===== src/sv/fsmc_ram.sv =====
// ----------------------------------------------------------------------------
// Generic synchronous RAM
// One write port, one read port with registered read data.
// ----------------------------------------------------------------------------
module fsmc_ram #(
  parameter int WIDTH = 32,
  parameter int DEPTH = 32
) (
  input  logic                     clk,
  input  logic                     wr_en,
  input  logic [$clog2(DEPTH)-1:0] wr_addr,
  input  logic [WIDTH-1:0]         wr_data,
  input  logic [$clog2(DEPTH)-1:0] rd_addr,
  output logic [WIDTH-1:0]         rd_data
);

  logic [WIDTH-1:0] mem [DEPTH];

  always_ff @(posedge clk) begin
    if (wr_en) begin
      mem[wr_addr] <= wr_data;
    end
    rd_data <= mem[rd_addr];
  end

endmodule


===== config.mk =====
export PLATFORM = sky130hd
export DESIGN_NAME = fsmc_ram
export DESIGN_NICKNAME = d
export VERILOG_FILES = /design/src/sv/fsmc_ram.sv
export SDC_FILE = /design/constraint.sdc
export NUM_CORES = 1
export LEC_CHECK = 0
export ABC_CLOCK_PERIOD_IN_PS = 6800
export BUFFER_PORTS_ARGS = -buffer_cell sky130_fd_sc_hd__buf_4
export CAP_MARGIN = 20
export CORE_MARGIN = 4
export CORE_UTILIZATION = 60
export CTS_CLUSTER_SIZE = 24
export DETAILED_ROUTE_END_ITERATION = 10
export PLACE_DENSITY_LB_ADDON = 0.1
export SLEW_MARGIN = 20
export SYNTH_ARGS = -nofsm -noshare
export SYNTH_HDL_FRONTEND = slang
export SYNTH_SLANG_ARGS = --single-unit

===== constraint.sdc =====
create_clock -name clk -period 6.8 [get_ports clk]
set_clock_uncertainty 0.05 [all_clocks]
set_input_delay 1.7 -clock clk [delete_from_list [all_inputs] [get_ports clk]]
set_output_delay 1.7 -clock clk [all_outputs]
set_load 0.1 [all_outputs]

* Word-level counts from Yosys, hierarchy flattened
Memory sizes are Yosys's and may differ from the RTL's. A register that Yosys moved wholly into a read port is not among the register bits. Cells that the tools add are included.
Word-level totals: bits in writable memories 1024, input port bits 44, output and inout port bits 32, word-level logic and storage cells 3, flip-flop bits (word level) 0, memories kept 1
Operators by class: muxes and demuxes 2
Memories:
- mem | words 32, bits a word 32, rd ports 1, clocked after Yosys merged registers in 1, write ports 1, RTL line 17 | logic [WIDTH-1:0] mem [DEPTH];
Operators by type and width (number):
- 1-bit two-way mux | 2

* Longest topological paths before layout
Gate-level depths: netlist of run 1.
depth in word-level cells 2, depth in mapped cells 8, depth with buffers taken out 5

* Worst setup path after synthesis of run 1
Ideal clock, no wire load.
kind input-to-reg, start in wr_addr[1], end mem mem[12][0], enable pin, stages on the path 3, required time 6329 ps, library setup time 421 ps, path buffers 1, path slack 2616 ps, arrival time 3713 ps, path through or3b_2 clkbuf_1 nor2_1
RTL lines:
- start, declared | RTL line 11 | input logic [$clog2(DEPTH)-1:0] wr_addr,
- end, declared | RTL line 17
Straight into the memory's write port.

==> impl_results.md, run 1 <==
* Result of the run: finished clean
* Global-route wire length before repair at roughly 140 mm
* FP Rows at 94
* Yosys top cell by area: edfxtp_1
* CP Class: in2reg
* Vias in the first global route at 21100
* Synth top area share at 76.0%
* Die Ht at around 270 µm
* Lkg Pwr at 0.0160 µW
* Comb pwr share at 6.5%
* IO buf count at 75
* Worst Path Required at approximately 7.2 ns
* Synthesized area at ~40000 µm²
* Layout area overhead at 12.9%
* CTS buffer count at slightly above 100
* Number of synthesized register bits at ~1100
* Slowest stage cell, crit path: and2b_4
* Core Box Area at 66300 µm²
* Final GP Congestion at 0.785
* Setup TNS at 0 ns
* Largest net degree at the start of global routing at a little over 100
* Synth Flop Type: edfxtp_1
* Syn_area_per_cell at 17.9 µm²
* Htree depth at 3
* P_int at 10700 µW
* Wirelength, routed at between 90 and 100 mm
* Seq pwr share at a little over half
* Post-synthesis sequential area ratio at between 70% and 80%
* Post-synthesis simple-gate area fraction at 3.10%
* Number of hold buffers added after CTS at 0
* Async SR Flop Fraction at 0%
* Unrepaired setup endpoints after global routing: false
* Post-Synth Adder-Cell Area at 0%
* Initial DRC Count at approximately 2500
* Avg Vias per Cell at 6.37
* Slew @ Worst Pin at 1.16 ns
* Starting Density at slightly above 60%
* Setup bufs post-CTS at 0
* Dpl cells at 3138
* Die ar. at slightly above 70000 µm²
* Resized cells post-CTS at 0
* Clk buf depth at 3
* Setup-failing EPs final at 0
* Largest family of logic cells by synthesized area: multiplexers
* F_max at roughly 250 MHz
* Final-report hold violation count at 0
* Synthesized net count at around 2300
* Peak supply drop at between 0.0002 and 0.00025 V
* CP arrival at roughly 4.4 ns
* Synth warn at 0
* Pwr Density at roughly 300 nW/µm²
* Post-Syn Instances at 2260
* Post-route DRC at 0
* I/O pins at 76
* Synth top cells by count: 1024 x edfxtp_1, 512 x mux2i_1, 98 x nand2_1, 98 x nand3_1
* Hpwl dp at between 50 and 60 mm
* Die W at 268 µm
* Gr usage total at roughly 27%
* Worst skew pair latency at about 0.66 ns
* Post-synthesis compound-gate area fraction at under 10%
* Clock power share at 40.4%
* Setup crit end kind: register
* Worst-path fanout max at 49
* Final Cycle Share at 58.6%
* Fin cells at roughly 3300
* Worst hold path class: reg2reg
* Layout cells sized above 1 at a little over an eighth
* Net Sw Frac at 21.9%
* DR WL/cell at 28.6 µm
* Clock-pin slew on the worst setup and hold paths at 0.06 ns
* P_sw at 3000 µW
* Antenna violations before repair at 1
* First-pass DRT Iterations at 5
* Clock root buffer: clkbuf_16
* Most common cell in the netlist: edfxtp_1
* Bufs and invs on worst path at 2
* Multiplexer area fraction after synthesis at 12.7%
* Xor/xnor share of the synthesized area at 0%
* Slew margin rel. at a little under a quarter
* Netlist cell types at 25
* Count of pins over their slew limit at 0
* CP peak stage delay at ~0.82 ns
* Delay-heaviest family, CP: simple AND/OR/NAND/NOR gates
* Number of synthesized flops with an enable pin at a little over 1000
* CTS tree: built
* Period minus WS final at approximately 4.0 ns
* Nets at around 2400
* Clock sinks at 1056
* DR vias at 21200
* Crit-path most repeated cell: buf_4
* Top cells by area, synth: edfxtp_1 76%, mux2i_1 13%, a22oi_1 1.8%, dfxtp_1 1.6%, a22o_1 1.4%
* Max Cap Viol at 0
* Post-route ant nets at 0
* Critical Path Source Type: input port
* Overflow after GRT at 0
* Crit-path cells: buf_4 > and2b_4 > buf_4 > a22o_1 > nor3_1 > a31oi_1 > nand3_1
-- power by group through the flow --
stage	sequential (µW)	combinational (µW)	clock, µW
2_1_floorplan	7590	374	0
3_3_place_gp	7410	867	0
3_5_place_dp	7410	885	0
4_1_cts	7270	887	5610
5_1_grt	7270	933	5920
6_report	7270	889	5540
-- area by class of cell --
cell class              instances  area [µm²]
flip-flops and latches       1056       31400
fillers                      4264       20600
multi-input cells            1077        8610
clock buffers                 144        2930
repair buffers                142        1330
well taps                     864        1080
clock inverters                46         388
diodes                          1        2.50
-- cell families (layout without fill, tap and decap cells) --
group	count (synthesis)	count (layout)
flip-flops	1056	1056
buffers and inverters	127	332
multiplexers	512	512
AND/OR/NAND/NOR	277	277
other	0	1
AO/OA/AOI/OAI	288	288
-- stage by stage --
| step | total power, µW | util (%) | setup slack [ns] | hold WS, ns | instance area, µm² |
|---|---|---|---|---|---|
| 2_1_floorplan | 7960 | - | 2.62 | 0.503 | 40500 |
| 3_3_place_gp | 8270 | 63.5 | 2.19 | 0.536 | 42100 |
| 3_5_place_dp | 8290 | 63.9 | 2.15 | 0.535 | 42400 |
| 4_1_cts | 13800 | 68.9 | 2.84 | 0.549 | 45700 |
| 5_1_grt | 14100 | 68.9 | 2.75 | 0.592 | 45700 |
| 6_report | 13700 | 68.9 | 2.82 | 0.553 | 45700 |
-- worst min-delay path, delay by kind of cell, from the launching register on --
| kind | cells | cell delay, ns |
|---|---|---|
| flip-flops | 1 | 0.32 |
| AND/OR/NAND/NOR | 3 | 0.20 |
| multiplexers | 1 | 0.06 |
-- sequential cells by signal, summed over array words and instances, names as in the netlist --
name and flops:
mem 1024, rd_data 32
-- per-layer routing --
layer | up-vias | GRT usage, % | routed length (µm)
met1 | 10900 | 39.4 | 40300
met4 | 0 | 7.43 | 2100
met5 | - | 0 | 0
met3 | 141 | 4.04 | 7050
met2 | 904 | 42.8 | 45600
li1 | 9237 | - | -
-- path summary, 6_finish.rpt --
check | slack [ns] | end | start | depth (start not counted)
setup / recovery | 2.82 | rd_data[10] | rd_addr[2] | 7
hold / removal | 0.55 | rd_data[0] | mem[26][0] | 4
setup reg to reg | 5.19 | rd_data[10] | mem[3][10] | 5
hold reg to reg | 0.55 | rd_data[0] | mem[26][0] | 4
-- layout by cell type (no fill, tap or decap), types with 2 or more instances in the layout --
cell type	count
edfxtp_1	1024
a21oi_1	96
clkinv_1	16
clkinv_2	18
buf_16	11
bufinv_16	6
buf_4	127
nand2b_2	2
nand3_1	98
nor2_4	33
clkbuf_16	106
a22o_1	64
nor3_1	32
inv_6	2
a31oi_1	32
dfxtp_1	32
buf_12	3
nand3b_1	5
a22oi_1	96
clkinvlp_4	2
clkbuf_1	25
nand2_1	97
clkbuf_8	13
or3b_2	3
mux2i_1	512
Power figures use the tool's default switching activity.
==> inputs of run 2 (changes only) <==
--- a/config.mk
+++ b/config.mk
@@ -5,11 +5,12 @@
 export SDC_FILE = /design/constraint.sdc
 export NUM_CORES = 1
 export LEC_CHECK = 0
-export ABC_CLOCK_PERIOD_IN_PS = 6800
+export ABC_AREA = 1
+export ABC_CLOCK_PERIOD_IN_PS = 3440
 export BUFFER_PORTS_ARGS = -buffer_cell sky130_fd_sc_hd__buf_4
 export CAP_MARGIN = 20
 export CORE_MARGIN = 4
-export CORE_UTILIZATION = 60
+export CORE_UTILIZATION = 56
 export CTS_CLUSTER_SIZE = 24
 export DETAILED_ROUTE_END_ITERATION = 10
 export PLACE_DENSITY_LB_ADDON = 0.1
==> constraint.sdc (replaced) <==
create_clock -name clk -period 3.44 [get_ports clk]
set_clock_uncertainty 0.05 [all_clocks]
set_input_delay 0.86 -clock clk [delete_from_list [all_inputs] [get_ports clk]]
set_output_delay 0.86 -clock clk [all_outputs]
set_load 0.1 [all_outputs]
==> impl_results.md, run 2 <==
* Final GP Congestion at between 0.7 and 0.8
* Gr usage total at a little over a quarter
* Max Cap Viol at 0
* Global-route wire length before repair at between 150 and 200 mm
* First-pass DRT Iterations at 7
* Delay-heaviest family, CP: flip-flops
* Die W at 283 µm
* Synthesized area at approximately 42000 µm²
* Core Box Area at approximately 75000 µm²
* Resized cells post-CTS at 0
* Overflow after GRT at 0
* Initial DRC Count at about 2800
* Setup-failing EPs final at 0
* Starting Density at a little under three fifths
* FP Rows at 100
* Count of pins over their slew limit at 0
* Slowest stage cell, crit path: dfxtp_1
* Commonest non-fill, non-tap cell in the layout: nand2_1
* DR vias at ~27000
* Number of flip-flops in the largest register at about 1000
* Netlist cell types at 14
* Core Util, Final at 63.6%
* IO buf count at between 70 and 80
* Critical Path Source Type: register
* Final-report hold violation count at 0
* Antenna violations before repair at 6
* Worst-path fanout max at 1
* Biggest regs: mem: 1024 flops, rd_data: 32 flops
* Synthesized net count at ~3600
* Worst hold path class: in2reg
* F_max at 429 MHz
* Avg Vias per Cell at between 5 and 6
* Setup TNS at 0 ns
* Lkg Pwr at about 0.017 µW
* Setup crit end kind: output pin
* Slew margin rel. at between 50% and 60%
* Synth Flop Type: edfxtp_1
* Syn_area_per_cell at ~12 µm²
* Post-Place Cell Area at around 44000 µm²
* Htree depth at 3
* Post-synthesis sequential area ratio at approximately three quarters
* Number of hold buffers added after CTS at 0
* CP arrival at 1.42 ns
* Die Ht at 283 µm
* Vias in the first global route at between 20000 and 30000
* I/O pins at 76
* Bufs and invs on worst path at 1
* Most frequent cells in the layout: 1440 x nand2_1, 1024 x edfxtp_1, 780 x nand3_1, 123 x buf_4, 109 x clkbuf_16
* CTS tree: built
* Fill cells at roughly 5700
* Clock sinks at between 1000 and 1500
* Worst skew pair latency at around 0.66 ns
* Clock-pin slew on the worst setup and hold paths at about 0.060 ns
* Top cells by area, synth: edfxtp_1 73%, nand2_1 13%, nand3_1 9.2%, buf_6 1.8%, dfxtp_1 1.5%
* Largest net degree at the start of global routing at ~130
* Top reg by flops: mem
* CP Class: reg2out
* CTS buffer count at around 100
* Post-Syn Instances at around 3500
* Number of synthesized register bits at around 1100
* Hpwl dp at between 50 and 60 mm
* Pwr Density at slightly below 600 nW/µm²
* Setup bufs post-CTS at 0
* Crit-path cells: buf_4
* Wirelength, routed at between 100 and 150 mm
* Unrepaired setup endpoints after global routing: false
* Clock root buffer: clkbuf_16
* Synth top area share at between 70% and 80%
* Peak supply drop at between 0.0005 and 0.0006 V
* Clk buf depth at 3
* Synth top cells by count: 1440 x nand2_1, 1024 x edfxtp_1, 780 x nand3_1
* Yosys top cell by area: edfxtp_1
* Slew @ Worst Pin at ~0.74 ns
* Post-route ant nets at 0
* Final instance area at roughly 47000 µm²
* Worst Path Required at approximately 2.5 ns
* Final Cycle Share at 67.8%
* Post-route DRC at 0
* Layout cells sized above 1 at 9.65%
* Die ar. at roughly 80000 µm²
* CP peak stage delay at between 0.4 and 0.5 ns
* Most common cell in the netlist: nand2_1
* Period minus WS final at 2.33 ns
* Async SR Flop Fraction at 0%
* Layout area overhead at 12.0%
* Nets at between 3000 and 4000
* Synth warn at 0
* Number of synthesized flops with an enable pin at 1024
* DR WL/cell at approximately 24 µm
* Result of the run: finished clean
==> run 2: changes by cell type in the layout (fill, tap and decap cells not counted), moves of 34 or more <==
| cell | previous run | this run |
|---|---|---|
| mux2i_1 | 512 | 0 |
| a22oi_1 | 96 | 0 |
| a22o_1 | 64 | 0 |
| nand2_1 | 97 | 1440 |
| buf_12 | 3 | 37 |
| nand3_1 | 98 | 780 |
| a21oi_1 | 96 | 0 |
==> run 2: layout make-up <==
cell class | instances | area [µm²] | area share [%]
Antenna cell | 3 | 7.51 | 0.0158
Multi-Input combinational cell | 2252 | 9670 | 20.4
Clock inverter | 62 | 537 | 1.13
Inverter | 10 | 63.8 | 0.134
Clock buffer | 135 | 2900 | 6.10
Timing Repair Buffer | 163 | 1710 | 3.59
Sequential cell | 1056 | 31400 | 66.1
Tap cell | 969 | 1210 | 2.55
==> run 2: cells by family after synthesis <==
kind of cell | count (synthesis) | synth area share (%)
buffers and inverters | 228 | 3.74
DFF | 1056 | 74.0
and+or+nand+nor | 2252 | 22.2
==> run 2: worst paths after layout <==
kind	startpoint	endpoint	slack, ns	cells after the start
max	rd_data[7]	rd_data[7]	1.11	1
min	wr_data[15]	mem[4][15]	0.56	1
max reg2reg	mem[26][28]	rd_data[28]	2.19	8
min reg2reg	mem[10][5]	rd_data[5]	0.71	8
==> run 2: routing by layer <==
layer	track usage, %	part of all wire (%)	vias up
li1	-	-	12500
met1	37.6	41	13400
met2	44.2	48	1109
met3	4.57	7.6	204
met4	9.81	3.2	4
met5	0	0.021	-
==> run 2: power by group <==
part | internal, µW | leakage (µW) | switching (µW)
sequential | 14300 | 0.00949 | 64.0
clock | 6600 | 0.00169 | 4720
combinational | 469 | 0.00626 | 1530
total | 21400 | 0.0174 | 6310
==> run 2: stage by stage <==
| stage | hold WS (ns) | setup WS (ns) | power, µW | std cells |
|---|---|---|---|---|
| final | 0.565 | 1.11 | 27700 | 4650 |
| after global routing | 0.553 | 1.08 | 28600 | 4648 |
| after CTS | 0.528 | 1.04 | 27800 | 4647 |
| after detailed placement | 0.694 | 0.525 | 16600 | 4450 |
| after global placement | 0.699 | 0.549 | 16600 | 4450 |
| after floorplan | 0.638 | 0.454 | 15900 | 3536 |
